==> config.mk <==
export PLATFORM = sky130hd
export DESIGN_NAME = uart_transmitter_with_fifo
export DESIGN_NICKNAME = d
export VERILOG_FILES = /design/src/rtl/utxf_pkg.sv /design/src/rtl/utxf_ram.sv /design/src/rtl/uart_transmitter_with_fifo.sv
export VERILOG_INCLUDE_DIRS = /design/src /design/src/rtl
export SDC_FILE = /design/constraint.sdc
export NUM_CORES = 1
export LEC_CHECK = 0
export BUFFER_PORTS_ARGS = -buffer_cell sky130_fd_sc_hd__buf_2
export CAP_MARGIN = 20
export CORE_MARGIN = 4
export CORE_UTILIZATION = 55
export DETAILED_ROUTE_END_ITERATION = 6
export PLACE_DENSITY_LB_ADDON = 0.12
export SYNTH_ARGS = -nofsm -noshare
export SYNTH_HDL_FRONTEND = slang
export SYNTH_HIERARCHICAL = 1
export SYNTH_SLANG_ARGS = --single-unit
export TNS_END_PERCENT = 100
==> constraint.sdc <==
create_clock -name clk -period 3.7 [get_ports clk]
set_input_delay 0 -clock clk [delete_from_list [all_inputs] [get_ports clk]]
set_output_delay 0 -clock clk [all_outputs]
set_load 0.01 [all_outputs]
==> src/rtl/uart_transmitter_with_fifo_defines.svh <==
// Assertion macros for the UART transmitter block.
`ifndef UART_TRANSMITTER_WITH_FIFO_DEFINES_SVH
`define UART_TRANSMITTER_WITH_FIFO_DEFINES_SVH

// Same-cycle implication, disabled while reset is asserted.
`define UTXF_ASSERT_NOW(label, clk, rst_n, ante, cons, msg) \
    label: assert property (@(posedge clk) disable iff (!rst_n) (ante) |-> (cons)) \
        else $error(msg);

// Next-cycle implication, disabled while reset is asserted.
`define UTXF_ASSERT_NEXT(label, clk, rst_n, ante, cons, msg) \
    label: assert property (@(posedge clk) disable iff (!rst_n) (ante) |=> (cons)) \
        else $error(msg);

`endif

==> src/rtl/utxf_pkg.sv <==
`timescale 1ns / 1ps

package utxf_pkg;

    localparam int DEF_FIFO_DEPTH = 16;

    localparam int CPB_W       = 16;
    localparam int DBITS_W     = 4;
    localparam int BYTE_W      = 8;
    localparam int LEVEL_W     = 5;
    localparam int CFG_INDEX_W = 4;

    localparam logic [CPB_W-1:0]   CPB_RESET   = 16'd868;
    localparam logic [DBITS_W-1:0] DBITS_RESET = 4'd8;

    // register indexes on the config channel
    localparam logic [CFG_INDEX_W-1:0] REG_CYCLES_PER_BIT = 4'd0;
    localparam logic [CFG_INDEX_W-1:0] REG_DATA_BITS      = 4'd1;

    // item kind carried on tuser
    localparam logic REQ_TICK    = 1'b0;
    localparam logic REQ_ENQUEUE = 1'b1;

    typedef enum logic [3:0] {
        PH_IDLE     = 4'b0001,
        PH_DATA     = 4'b0010,
        PH_STOP     = 4'b0100,
        PH_STOPPING = 4'b1000
    } tx_phase_t;

    // result item, tx_line in the lowest bit
    typedef struct packed {
        logic [LEVEL_W-1:0] fifo_level;
        logic               dropped;
        logic               busy_res;
        logic               tx_line;
    } result_t;

endpackage

==> src/rtl/utxf_ram.sv <==
`timescale 1ns / 1ps

module utxf_ram #(
    parameter int WIDTH = 8,
    parameter int DEPTH = 16
) (
    input  logic                     clk,
    input  logic                     wr_en,
    input  logic [$clog2(DEPTH)-1:0] wr_addr,
    input  logic [WIDTH-1:0]         wr_data,
    input  logic                     rd_en,
    input  logic [$clog2(DEPTH)-1:0] rd_addr,
    output logic [WIDTH-1:0]         rd_data
);

    logic [WIDTH-1:0] mem [DEPTH];

    always_ff @(posedge clk)
    begin
        if (wr_en)
        begin
            mem[wr_addr] <= wr_data;
        end
        if (rd_en)
        begin
            rd_data <= mem[rd_addr];
        end
    end

endmodule

==> src/rtl/uart_transmitter_with_fifo.sv <==
`timescale 1ns / 1ps
// UART 8N1-style transmitter with a byte FIFO, fed one item per clock if ready.
// The result for an item is registered onto m_axis, or into the skid entry.
// Throughput: one item per cycle while m_axis_tready keeps up; a two-entry
// output buffer keeps s_axis_tready high while a single result waits.
// Reset (rst_n low, async): idle, line high, FIFO empty, registers at defaults.
// FIFO contents need no clearing, so items are accepted right after reset.

module uart_transmitter_with_fifo
    import utxf_pkg::*;
#(
    parameter int FIFO_DEPTH = DEF_FIFO_DEPTH
) (
    input  logic                   clk,
    input  logic                   rst_n,

    // input items
    input  logic                   s_axis_tvalid,
    output logic                   s_axis_tready,
    input  logic [BYTE_W-1:0]      s_axis_tdata,   // [7:0] tx_byte
    input  logic                   s_axis_tuser,   // [0] req_type

    // result items
    output logic                   m_axis_tvalid,
    input  logic                   m_axis_tready,
    output logic [7:0]             m_axis_tdata,   // [0] tx_line, [1] busy_res,
                                                   // [2] dropped, [7:3] fifo_level

    // configuration writes
    input  logic                   cfg_valid,
    output logic                   cfg_ready,
    input  logic [CFG_INDEX_W-1:0] cfg_index,
    input  logic [CPB_W-1:0]       cfg_data
);

    `include "uart_transmitter_with_fifo_defines.svh"

    localparam int PTR_W = $clog2(FIFO_DEPTH);
    localparam int CNT_W = $clog2(FIFO_DEPTH + 1);
    localparam logic [PTR_W-1:0] PTR_LAST = PTR_W'(FIFO_DEPTH - 1);
    localparam logic [CNT_W-1:0] CNT_FULL = CNT_W'(FIFO_DEPTH);

    // ------------------------------------------------------------------
    // Config registers
    // ------------------------------------------------------------------
    logic [CPB_W-1:0]   cycles_per_bit_reg;
    logic [DBITS_W-1:0] data_bits_reg;

    assign cfg_ready = 1'b1;

    always_ff @(posedge clk or negedge rst_n)
    begin
        if (!rst_n)
        begin
            cycles_per_bit_reg <= CPB_RESET;
            data_bits_reg      <= DBITS_RESET;
        end
        else if (cfg_valid && cfg_ready)
        begin
            unique case (cfg_index)
                REG_CYCLES_PER_BIT: cycles_per_bit_reg <= cfg_data;
                REG_DATA_BITS:      data_bits_reg      <= cfg_data[DBITS_W-1:0];
                default:            ;  // unknown index: ignored
            endcase
        end
    end

    // ------------------------------------------------------------------
    // Transmitter state
    // ------------------------------------------------------------------
    tx_phase_t          phase_reg, phase_next;
    logic [PTR_W-1:0]   rd_ptr_reg, rd_ptr_next;
    logic [PTR_W-1:0]   wr_ptr_reg, wr_ptr_next;
    logic [CNT_W-1:0]   count_reg, count_next;
    logic [DBITS_W-1:0] bit_index_reg, bit_index_next;
    logic [CPB_W-1:0]   bit_timer_reg, bit_timer_next;
    logic               line_level_reg, line_level_next;
    logic [BYTE_W-1:0]  shift_byte_reg, shift_byte_next;
    // set for one cycle after a pop from the RAM; the byte is on rd_data then
    logic               load_pending_reg, load_pending_next;

    logic               in_fire;
    logic               is_enq;
    logic               dropped;
    logic               ram_wr_en;
    logic               ram_rd_en;
    logic [BYTE_W-1:0]  ram_rd_data;
    logic [BYTE_W-1:0]  byte_src;
    logic [CPB_W-1:0]   period;
    logic [CPB_W-1:0]   timer_dec;
    logic [DBITS_W-1:0] index_inc;
    logic               data_bit;
    result_t            result;

    assign in_fire   = s_axis_tvalid && s_axis_tready;
    assign is_enq    = (s_axis_tuser == REQ_ENQUEUE);
    assign period    = (cycles_per_bit_reg == '0) ? CPB_W'(1) : cycles_per_bit_reg;
    assign byte_src  = load_pending_reg ? ram_rd_data : shift_byte_reg;
    assign timer_dec = (bit_timer_reg != '0) ? (bit_timer_reg - CPB_W'(1)) : '0;
    assign index_inc = bit_index_reg + DBITS_W'(1);
    // bits above bit 7 of a long frame go out as zeros
    assign data_bit  = bit_index_reg[3] ? 1'b0 : byte_src[bit_index_reg[2:0]];

    always_comb
    begin
        phase_next        = phase_reg;
        rd_ptr_next       = rd_ptr_reg;
        wr_ptr_next       = wr_ptr_reg;
        count_next        = count_reg;
        bit_index_next    = bit_index_reg;
        bit_timer_next    = bit_timer_reg;
        line_level_next   = line_level_reg;
        shift_byte_next   = load_pending_reg ? ram_rd_data : shift_byte_reg;
        load_pending_next = 1'b0;
        dropped           = 1'b0;
        ram_wr_en         = 1'b0;
        ram_rd_en         = 1'b0;

        if (in_fire && is_enq)
        begin
            if (count_reg == CNT_FULL)
            begin
                dropped = 1'b1;
            end
            else if (phase_reg == PH_IDLE)
            begin
                // idle means the FIFO is empty: push and pop cancel, send at once
                ram_wr_en       = 1'b1;
                wr_ptr_next     = (wr_ptr_reg == PTR_LAST) ? '0 : wr_ptr_reg + PTR_W'(1);
                rd_ptr_next     = (rd_ptr_reg == PTR_LAST) ? '0 : rd_ptr_reg + PTR_W'(1);
                shift_byte_next = s_axis_tdata;
                line_level_next = 1'b0;
                bit_index_next  = '0;
                bit_timer_next  = period;
                phase_next      = PH_DATA;
            end
            else
            begin
                ram_wr_en   = 1'b1;
                wr_ptr_next = (wr_ptr_reg == PTR_LAST) ? '0 : wr_ptr_reg + PTR_W'(1);
                count_next  = count_reg + CNT_W'(1);
            end
        end
        else if (in_fire && (phase_reg != PH_IDLE))
        begin
            bit_timer_next = timer_dec;
            if (timer_dec == '0)
            begin
                unique case (phase_reg)
                    PH_DATA:
                    begin
                        line_level_next = data_bit;
                        bit_timer_next  = period;
                        bit_index_next  = index_inc;
                        if (index_inc >= data_bits_reg)
                        begin
                            phase_next = PH_STOP;
                        end
                    end
                    PH_STOP:
                    begin
                        line_level_next = 1'b1;
                        bit_timer_next  = period;
                        phase_next      = PH_STOPPING;
                    end
                    PH_STOPPING:
                    begin
                        if (count_reg != '0)
                        begin
                            // pop: byte arrives from the RAM next cycle
                            ram_rd_en         = 1'b1;
                            load_pending_next = 1'b1;
                            rd_ptr_next       = (rd_ptr_reg == PTR_LAST) ? '0
                                                : rd_ptr_reg + PTR_W'(1);
                            count_next        = count_reg - CNT_W'(1);
                            line_level_next   = 1'b0;
                            bit_index_next    = '0;
                            bit_timer_next    = period;
                            phase_next        = PH_DATA;
                        end
                        else
                        begin
                            phase_next      = PH_IDLE;
                            bit_timer_next  = '0;
                            line_level_next = 1'b1;
                        end
                    end
                    default:
                    begin
                        phase_next      = PH_IDLE;
                        line_level_next = 1'b1;
                    end
                endcase
            end
        end
    end

    always_ff @(posedge clk or negedge rst_n)
    begin
        if (!rst_n)
        begin
            phase_reg        <= PH_IDLE;
            rd_ptr_reg       <= '0;
            wr_ptr_reg       <= '0;
            count_reg        <= '0;
            bit_index_reg    <= '0;
            bit_timer_reg    <= '0;
            line_level_reg   <= 1'b1;
            load_pending_reg <= 1'b0;
        end
        else
        begin
            phase_reg        <= phase_next;
            rd_ptr_reg       <= rd_ptr_next;
            wr_ptr_reg       <= wr_ptr_next;
            count_reg        <= count_next;
            bit_index_reg    <= bit_index_next;
            bit_timer_reg    <= bit_timer_next;
            line_level_reg   <= line_level_next;
            load_pending_reg <= load_pending_next;
        end
    end

    always_ff @(posedge clk)
    begin
        shift_byte_reg <= shift_byte_next;
    end

    utxf_ram #(
        .WIDTH (BYTE_W),
        .DEPTH (FIFO_DEPTH)
    ) u_fifo_ram (
        .clk     (clk),
        .wr_en   (ram_wr_en),
        .wr_addr (wr_ptr_reg),
        .wr_data (s_axis_tdata),
        .rd_en   (ram_rd_en),
        .rd_addr (rd_ptr_reg),
        .rd_data (ram_rd_data)
    );

    // ------------------------------------------------------------------
    // Result buffer: output register plus one skid entry
    // ------------------------------------------------------------------
    result_t out_data_reg, skid_data_reg;
    logic    out_valid_reg, skid_valid_reg;
    logic    out_fire;

    assign result.tx_line    = line_level_next;
    assign result.busy_res   = (phase_next != PH_IDLE);
    assign result.dropped    = dropped;
    assign result.fifo_level = LEVEL_W'(count_next);

    assign s_axis_tready = !skid_valid_reg;
    assign out_fire      = out_valid_reg && m_axis_tready;
    assign m_axis_tvalid = out_valid_reg;
    assign m_axis_tdata  = out_data_reg;

    always_ff @(posedge clk or negedge rst_n)
    begin
        if (!rst_n)
        begin
            out_valid_reg  <= 1'b0;
            skid_valid_reg <= 1'b0;
        end
        else if (out_fire)
        begin
            if (skid_valid_reg)
            begin
                skid_valid_reg <= 1'b0;
            end
            else
            begin
                out_valid_reg <= in_fire;
            end
        end
        else if (out_valid_reg)
        begin
            if (in_fire)
            begin
                skid_valid_reg <= 1'b1;
            end
        end
        else
        begin
            out_valid_reg <= in_fire;
        end
    end

    always_ff @(posedge clk)
    begin
        if (out_fire && skid_valid_reg)
        begin
            out_data_reg <= skid_data_reg;
        end
        else if (in_fire && (out_fire || !out_valid_reg))
        begin
            out_data_reg <= result;
        end
        if (in_fire && out_valid_reg && !out_fire)
        begin
            skid_data_reg <= result;
        end
    end

    // ------------------------------------------------------------------
    // Assertions
    // ------------------------------------------------------------------
    `UTXF_ASSERT_NOW(a_idle_fifo_empty, clk, rst_n, phase_reg == PH_IDLE,
        count_reg == '0 && line_level_reg, "idle with bytes waiting or line low")
    `UTXF_ASSERT_NOW(a_count_bound, clk, rst_n, 1'b1, count_reg <= CNT_FULL,
        "FIFO count above depth")
    `UTXF_ASSERT_NOW(a_load_in_data, clk, rst_n, load_pending_reg,
        phase_reg == PH_DATA, "RAM byte load outside the data phase")
    `UTXF_ASSERT_NOW(a_skid_order, clk, rst_n, skid_valid_reg, out_valid_reg,
        "skid entry held with empty output register")
    `UTXF_ASSERT_NEXT(a_pop_start_bit, clk, rst_n, ram_rd_en,
        !line_level_reg && bit_index_reg == '0, "pop without start bit")

endmodule
* Yosys cells after proc, flatten, opt, wreduce, memory -nomap -nowiden *
Memories as Yosys holds them, arrays and structs flattened. A register that Yosys moved wholly into a read port is not among the register bits.
Index checks and enable logic that the tools add are counted.

cells by class
  $add $sub $neg = 6
  order comparisons = 2
  eq/ne operators = 14
  mux-type cells = 73
  bitwise logic cells = 1
  reductions and logical operators = 33

operators with widths
  kind                   count
  $mux 16                8
  $mux 4                 21
  $mux 8                 6
  $mux 5                 7
  $logic_not 16->1       2
  $pmux 16 s2            1
  $mux 1                 25
  $reduce_bool 16->1     1
  $sub 16x1->16 const B  1
  $reduce_bool 2->1      7
  $add 4x1->4 const B    3
  $eq 4x4->1 const B     3
  $pmux 4 s3             1
  $reduce_and 6->1       2
  $eq 4x1->1 const B     2
  $logic_and 1x1->1      8
  $ne 4x1->1 const B     2
  $pmux 4 s2             1
  $reduce_and 2->1       4
  $add 5x1->5 const B    1
  $eq 5x5->1 const B     1
  $reduce_bool 5->1      1
  $sub 5x1->5 const B    1
  $eq 4x2->1 const B     1
  16 further kinds       19

word-level totals
  bits in registers = 85
  RAM bits = 128
  input port bits = 34
  word-level logic and storage cells = 151
  memories kept = 1

memories
  memory          words  width  rd ports  clocked after memory_dff  wr ports  line            text
  u_fifo_ram.mem  16     8      1         1                         1         utxf_ram.sv:16  logic [WIDTH-1:0] mem [DEPTH];

* Depth between registers and ports, before layout *
Gate-level depths: netlist of run 1.

  depth in word-level cells = 10
  mapped depth = 11
  depth with buffers taken out = 9

* Hierarchy *
The synthesis of run 1 kept the hierarchy.

modules (own cells, without submodules)
  module                      instances  cells an instance  area each (um^2)  sequential area each (um^2)
  utxf_ram                    1          229                5227.5            4083.9
  uart_transmitter_with_fifo  1          456                4648.2            2177.1

* Worst setup path before layout of run 1 *
Ideal clock, no wire load.

  kind = reg-to-reg
  start = register bit_timer_reg[0]
  end = register out_data_reg (netlist bit m_axis_tdata[4]), data pin
  library setup time = 0.169 ns
  arrival time = 3.431 ns
  slack = 0.100 ns
  cell stages (with the launch flop) = 11
  path through = dfrtp_1 inv_1 ha_1 or3b_2 clkbuf_1 nor3_1 mux2i_1 nand4_2 nor3_1 mux2_2 o31ai_1

between the ends
  cells in the longest elaborated chain, start to end = 8
  elaborated cells between the ends (all ways) = 9
  classes of those cells = add/sub (1); mux (6); reduce/logical (2)

RTL lines
  item                                                        line                               text
  start: declaration                                          uart_transmitter_with_fifo.sv:76   logic [CPB_W-1:0] bit_timer_reg, bit_timer_next;
  start signal: assignment                                    uart_transmitter_with_fifo.sv:218  bit_timer_reg <= bit_timer_next;
  $sub 16x1->16 / $reduce_bool 16->1 (equally long branches)  uart_transmitter_with_fifo.sv:99   assign timer_dec = (bit_timer_reg != '0) ? (bit_timer_reg - CPB_W'(1)) : '0;
  $mux 16 (*)                                                 uart_transmitter_with_fifo.sv:99
  $logic_not 16->1 (*)                                        uart_transmitter_with_fifo.sv:147  if (timer_dec == '0)
  $mux 5 (*)                                                  uart_transmitter_with_fifo.sv:147
  $mux 5 (*)                                                  uart_transmitter_with_fifo.sv:144  else if (in_fire && (phase_reg != PH_IDLE))
  $mux 5 (*)                                                  uart_transmitter_with_fifo.sv:119  if (in_fire && is_enq)
  $mux 8 (*)                                                  uart_transmitter_with_fifo.sv:296  else if (in_fire && (out_fire || !out_valid_reg))
  $mux 8 (*)                                                  uart_transmitter_with_fifo.sv:292  if (out_fire && skid_valid_reg)
  end signal: assignment                                      uart_transmitter_with_fifo.sv:294  out_data_reg <= skid_data_reg;
  end signal: assignment                                      uart_transmitter_with_fifo.sv:298  out_data_reg <= result;
  end: declaration                                            uart_transmitter_with_fifo.sv:245  result_t out_data_reg, skid_data_reg;

Every way passes the cells marked *; elsewhere a longest branch is shown, timed or not. The select of a mux whose other input is x is not followed.
A chain may end at the register's enable or synchronous reset.

* Final worst setup path of run 1 *
  start = register bit_timer_reg[0]
  end = register out_data_reg (netlist bit m_axis_tdata[0]), data pin

between the ends
  cells in the longest elaborated chain, start to end = 8
  elaborated cells between the ends (all ways) = 9
  classes of those cells = add/sub (1); mux (6); reduce/logical (2)

RTL lines
  item                                                        line                               text
  $sub 16x1->16 / $reduce_bool 16->1 (equally long branches)  uart_transmitter_with_fifo.sv:99
  $mux 16 (*)                                                 uart_transmitter_with_fifo.sv:99
  $logic_not 16->1 (*)                                        uart_transmitter_with_fifo.sv:147
  $mux 1 (*)                                                  uart_transmitter_with_fifo.sv:147
  $mux 1 (*)                                                  uart_transmitter_with_fifo.sv:144
  $mux 1 (*)                                                  uart_transmitter_with_fifo.sv:119
  via line_level_next                                         uart_transmitter_with_fifo.sv:77   logic line_level_reg, line_level_next;
  $mux 8 (*)                                                  uart_transmitter_with_fifo.sv:296
  $mux 8 (*)                                                  uart_transmitter_with_fifo.sv:292

Mark *: on every way through the listed nets, which the timed path passes. The rest lies on a longest branch. The select of a mux whose other input is x is not followed.

==> results.ini, run 1 <==
[critical_path]
r2r_cells = 9
slowest_stage = nor4b_1
startpoint_type = flop
slowest_delay_ns = 0.61
worstPathMaxFanout = 9
cp_cell_sequence = inv_1, ha_1, nor4b_1, nand4_1, mux2i_2, nand4_2, or2_1, a31o_1, mux2_4
critPathCaptureType = flop
cp_data_required_time_ns = 3.96
reg2reg_from = bit_timer_reg[0]
worstSetupPathType = reg -> reg
worstPathArrival_ns = 3.70
worstSetupStartpoint = bit_timer_reg[0]

[cells_and_area]
final_core_util_pct = 65.2
largest_reg_flops = 128
final_cells = 1014
antenna_cells = 0
final_nets = 816
area_growth_pct = 15.4
layout-drive-gt1-share_pct = 21.5
multi_input_area_um2 = 3380
regArea_um2 = 6260
fillCellCount = 1264

[global_routing]
grt_max_degree = 37
grt_usage_pct = 21.4
grt_pass1_wl_um = 33900
grt_pass1_vias = 6235
antenna_found_initial = 0
overflow = 0

[yosys]
yosys-top-cells-area = edfxtp_1, dfrtp_1, mux4_2
synth_top_area_share_pct = 46.2
netlist_instances = 685
synth_ff_type = edfxtp_1
syn-cell-area_um2 = 9880
synth_top_area_cell = edfxtp_1
yosysMostFrequentCell = edfxtp_1
ys_seq_elements = 221
synthTopCellsByCount = edfxtp_1, dfrtp_1, nor2_1
synth_edf_count = 152
async_reset_ff_share_pct = 27.6
synthDistinctLibCells = 71
synth_nets = 729
synth_area_per_cell_um2 = 14.4
ys_warn_count = 6
yosysSeqAreaShare_pct = 63.4

[timing]
fmaxAchievable_ghz = 0.291
max_slew_margin_pct = 42.9
worstMarginPinSlew_ns = 0.854
finalSetupTns_ns = 0
finalSetupViolCount = 0
slew_violations = 0
finalCritPeriodShare_pct = 92.9
period_needed_ns = 3.44
hold_violations = 0
finClkSkew_ns = 0.0139
rsz0062_at_grt = no

[clocking]
clockBufferDepth = 3
cts_root_buf = clkbuf_16
path_clk_slew_ns = 0.06
cts_tree = done
clock_sinks = 221
clk_latency_ns = 0.52
cts_buffers = 24
h-tree-depth = 1

[worst_hold_path]
hold_start = cfg_index[1]
hold_class = in -> reg
min_path_cells = 4

[die]
die_h_um = 142
fp.dieArea_um2 = 20200
start_util_pct = 56.5
die_w_um = 142
num_rows = 48
core_um2 = 17500
io_pins = 45

[power_and_ir_drop]
vdd_drop_max_mv = 0.553
p_leak_nw = 4.08
cellPowerDensity_nw_per_um2 = 579

[routing]
wire_per_inst_um = 20.9
routed_wl_um = 21200
drt-pass1-iter-count = 5
drt_iter0_drc = 473
drc_errors = 0
vias = 6112
ant_nets = 0
viasPerCell = 6.03

[job]
max_cap_viol_count = 0

[status]
status = finished clean

[place]
placedCellCount = 935
gp_congestion = 0.862
io_buffers = 43
hpwl_um = 14000

worst paths after layout:
check	to	slack, ns
max	m_axis_tdata[0]	0.26
max in group asynchronous	line_level_reg	2.65
min	cycles_per_bit_reg[8]	0.09
min in group asynchronous	bit_timer_reg[6]	0.10
min reg2reg	m_axis_tdata[2]	0.53
max reg2reg	m_axis_tdata[0]	0.26
through the flow:
stage	hold WS (ns)	area [µm²]	total power, mW	worst slack [ns]
2_1_floorplan	-0.296	9880	4.00	0.0998
3_3_place_gp	0.106	10300	4.31	0.343
3_5_place_dp	0.124	10300	4.37	0.194
4_1_cts	0.0561	11400	6.64	0.185
5_1_grt	0.0998	11400	6.93	0.0644
6_report	0.0868	11400	6.60	0.262
power by group:
part	leakage (nW)	switching [mW]	internal, mW
sequential	2.16	0.315	2.98
clock	0.366	0.942	1.27
combinational	1.55	0.587	0.509
area by class of cell:
type	instances	area share, %
Clock inverter	16	1.15
Clock buffer	27	5.37
Multi-Input combinational cell	418	29.6
Tap cell	225	2.47
Inverter	12	0.395
Sequential cell	221	54.9
Timing Repair Buffer	95	6.06
routing by layer:
| metal | wire length [µm] | track usage, % | vias up |
|---|---|---|---|
| met4 | 554 | 5.61 | 0 |
| met2 | 10800 | 37.0 | 149 |
| met1 | 8970 | 28.9 | 3069 |
| li1 | - | - | 2856 |
| met3 | 801 | 3.02 | 38 |
| met5 | 0 | 0 | - |
what timing repair did:
action,CTS,global route
buffers inserted,0,2
gates resized for setup,0,1
endpoints found under the setup margin,0,2
endpoints found under the hold margin,187,0
hold buffers,34,0
worst max-delay path, delay by kind of cell, from the launching register on:
family | cells | cell delay, ns
buffers and inverters | 1 | 0.08
DFF | 1 | 0.43
adders and majority gates | 1 | 0.24
muxes | 2 | 0.63
AOI/OAI and AO/OA | 1 | 0.29
and+or+nand+nor | 4 | 1.52
kinds of logic (layout without fill, tap and decap cells):
| kind of cell | after synthesis | after routing | share of synthesized area, % |
|---|---|---|---|
| other cells | 1 | 1 | 0.0380 |
| buf+inv | 46 | 150 | 2.51 |
| simple gates | 200 | 200 | 10.6 |
| xor+xnor | 7 | 7 | 0.621 |
| flops | 221 | 221 | 63.4 |
| fa+ha+maj | 10 | 10 | 1.27 |
| compound gates | 124 | 124 | 8.20 |
| mux | 76 | 76 | 13.3 |
cell usage in the layout (no fill, tap or decap), types with 23 or more instances in the layout:
cell type	count
a21oi_1	31
clkbuf_16	24
buf_2	43
dlygate4sd3_1	34
o21ai_0	26
nand2_1	39
dfrtp_1	51
mux2_2	26
nor2_1	50
mux4_2	23
edfxtp_1	152
Note: power is estimated with default switching activity, not from simulation.
==> run 2: changes to the inputs <==
- RECOVER_POWER: unset -> 100
- SKIP_LAST_GASP: unset -> 1
==> run 2 against run 1 <==
- the flow now finishes with violations (capacitance limit, slew limit)
- fmax up 0.10%
- core utilization down 0.49 points
- critical path depth increased by 1
- first-iteration DRC count increased by 0.85%
- final cell count stayed put
- non-clock buffer count stayed put
- clock-buffer cell count unchanged
- combinational power barely moved
- via count hardly changed
- setup slack improved by 0.0035 ns
- clock skew increased by 0.0014 ns
- power decreased by 0.33%
- largest cell class unchanged
==> results.ini, run 2 (same netlist as run 1, synthesis figures left out) <==
[timing]
hold_violations = 0  ; unchanged
holdWs_ns = 0.164  ; +0.0774 ns
worstMarginPinSlew_ns = 1.90  ; +1.04 ns
rsz0062_at_grt = no
finalSetupTns_ns = 0  ; unchanged
finalSetupViolCount = 0  ; unchanged
period_needed_ns = 3.43  ; -0.00350 ns
finClkSkew_ns = 0.0153  ; +0.00140 ns
max_slew_margin_pct = -26.6  ; -69 points
slew_violations = 36  ; +36
fmaxAchievable_ghz = 0.291  ; +0.10%
finalCritPeriodShare_pct = 92.8  ; -0.094 points

[cells_and_area]
regArea_um2 = 6260  ; about the same
layout-drive-gt1-share_pct = 16.7  ; -4.8 points
multi_input_area_um2 = 3360  ; -0.44%
final_common_cell = edfxtp_1
final_core_util_pct = 64.7  ; -0.49 points
area_growth_pct = 14.6
final_nets = 816  ; unchanged
antenna_cells = 0  ; unchanged
mostFrequentLayoutCells = edfxtp_1, dfrtp_1, nor2_1
fillCellCount = 1297  ; +2.6%
largest_reg_flops = 128  ; unchanged
post-route-cell-area_um2 = 11300  ; -0.75%

[routing]
top_layer = met4
drt_iter0_drc = 477  ; +0.85%
vias = 6114  ; +0.033%
drc_errors = 0  ; unchanged
wl_met3_um = 840  ; +4.9%
viasPerCell = 6.03  ; about the same
routed_wl_um = 21200  ; about the same
drt-pass1-iter-count = 5  ; unchanged
ant_nets = 0  ; unchanged
met2WireLength_um = 10900  ; about the same
wl_met1_um = 8940  ; -0.26%
wire_per_inst_um = 20.9  ; about the same

[status]
violations = capacitance limit, slew limit
status = complete, but fails checks

[critical_path]
cp_data_required_time_ns = 4.02  ; +0.06 ns
worstPathMaxFanout = 6  ; -3
worstPathArrival_ns = 3.76  ; +0.06 ns
startpoint_type = flop
r2r_cells = 10  ; +1
critPathCaptureType = flop
worstSetupPathType = reg -> reg

[die]
die_w_um = 142  ; unchanged
io_pins = 45  ; unchanged
num_rows = 48  ; unchanged
core_um2 = 17500  ; unchanged
die_h_um = 142  ; unchanged
start_util_pct = 56.5  ; unchanged
fp.dieArea_um2 = 20200  ; unchanged

[power_and_ir_drop]
vdd_drop_max_mv = 0.556  ; +0.45%
p_leak_nw = 3.97  ; -2.6%
cellPowerDensity_nw_per_um2 = 581  ; +0.42%

[clocking]
h-tree-depth = 1  ; unchanged
clockBufferDepth = 3  ; unchanged
cts_tree = done
clock_sinks = 221  ; unchanged
clk_latency_ns = 0.52  ; about the same
cts_buffers = 24  ; unchanged
cts_root_buf = clkbuf_16
path_clk_slew_ns = 0.06  ; about the same

[worst_hold_path]
hold_class = in -> reg
min_path_cells = 5  ; +1

[global_routing]
grt_usage_pct = 21.4  ; unchanged
grt_pass1_vias = 6235  ; unchanged
grt_pass1_wl_um = 33900  ; unchanged
grt_max_degree = 37  ; unchanged
overflow = 0  ; unchanged
antenna_found_initial = 0  ; unchanged

[place]
io_buffers = 43  ; unchanged
hpwl_um = 14000  ; unchanged
dpl_cell_area_um2 = 10300  ; unchanged
gp_congestion = 0.862  ; unchanged

[job]
max_cap_viol_count = 1  ; +1

run 2: cell types whose count changed in the layout (fill, tap and decap cells not counted), sizes merged:
cell / change
buf: -35
clkbuf: +35
run 2: power by group:
group / switching, mW / leakage [nW] / internal, mW
Combinational: 0.586 / 1.44 / 0.482
Sequential: 0.317 / 2.16 / 2.98
Clock: 0.945 / 0.366 / 1.27
run 2: per-layer routing:
| metal | vias up | global-route usage (%) |
|---|---|---|
| met3 | 36 | 3.02 |
| li1 | 2857 | - |
| met4 | 0 | 5.61 |
| met2 | 138 | 37.0 |
| met1 | 3083 | 28.9 |
| met5 | - | 0 |
run 2: repair_timing:
action	in CTS	in global routing
endpoints found under the setup margin	0	2
endpoints found under the hold margin	187	0
gates resized for setup	0	1
setup buffers	0	2
hold buffers	34	0
run 2: area by class of cell:
| type | instances | area share (%) |
|---|---|---|
| sequential | 221 | 55.3 |
| multi-input combinational | 418 | 29.7 |
| timing repair buffer | 95 | 5.50 |
| clock buffer | 27 | 5.41 |
| tap | 225 | 2.49 |
| clock inverter | 16 | 1.16 |
| inverter | 12 | 0.398 |
run 2: critical path, cell delays in order (launching register included):
cell      delay (ns)
dfrtp_1         0.43
inv_1           0.08
ha_1            0.24
or3b_2          0.54
nor3_1          0.24
mux2i_1         0.36
clkbuf_4        0.21
nand2_1         0.05
nor3_1          0.55
a311o_1         0.28
a21boi_0        0.26
run 2: worst paths after layout:
| kind | start | to | slack (ns) |
|---|---|---|---|
| max in group asynchronous | rst_n | rd_ptr_reg[1] | 1.46 |
| worst max-delay path | bit_timer_reg[0] | skid_data_reg[6] | 0.27 |
| worst min-delay path | s_axis_tuser | phase_reg[0] | 0.16 |
| worst min register to register | skid_data_reg[2] | m_axis_tdata[2] | 0.53 |
| min in group asynchronous | rst_n | bit_timer_reg[7] | 0.55 |
| worst max register to register | bit_timer_reg[0] | skid_data_reg[6] | 0.27 |
run 2: per-stage QoR:
step / setup WS [ns] / total power, mW / cells
2_1_floorplan: 0.0998 / 4.00 / 685
3_3_place_gp: 0.343 / 4.31 / 935
5_1_grt: 0.0526 / 6.90 / 1014
4_1_cts: 0.185 / 6.64 / 1012
6_report: 0.266 / 6.58 / 1014
3_5_place_dp: 0.194 / 4.37 / 935
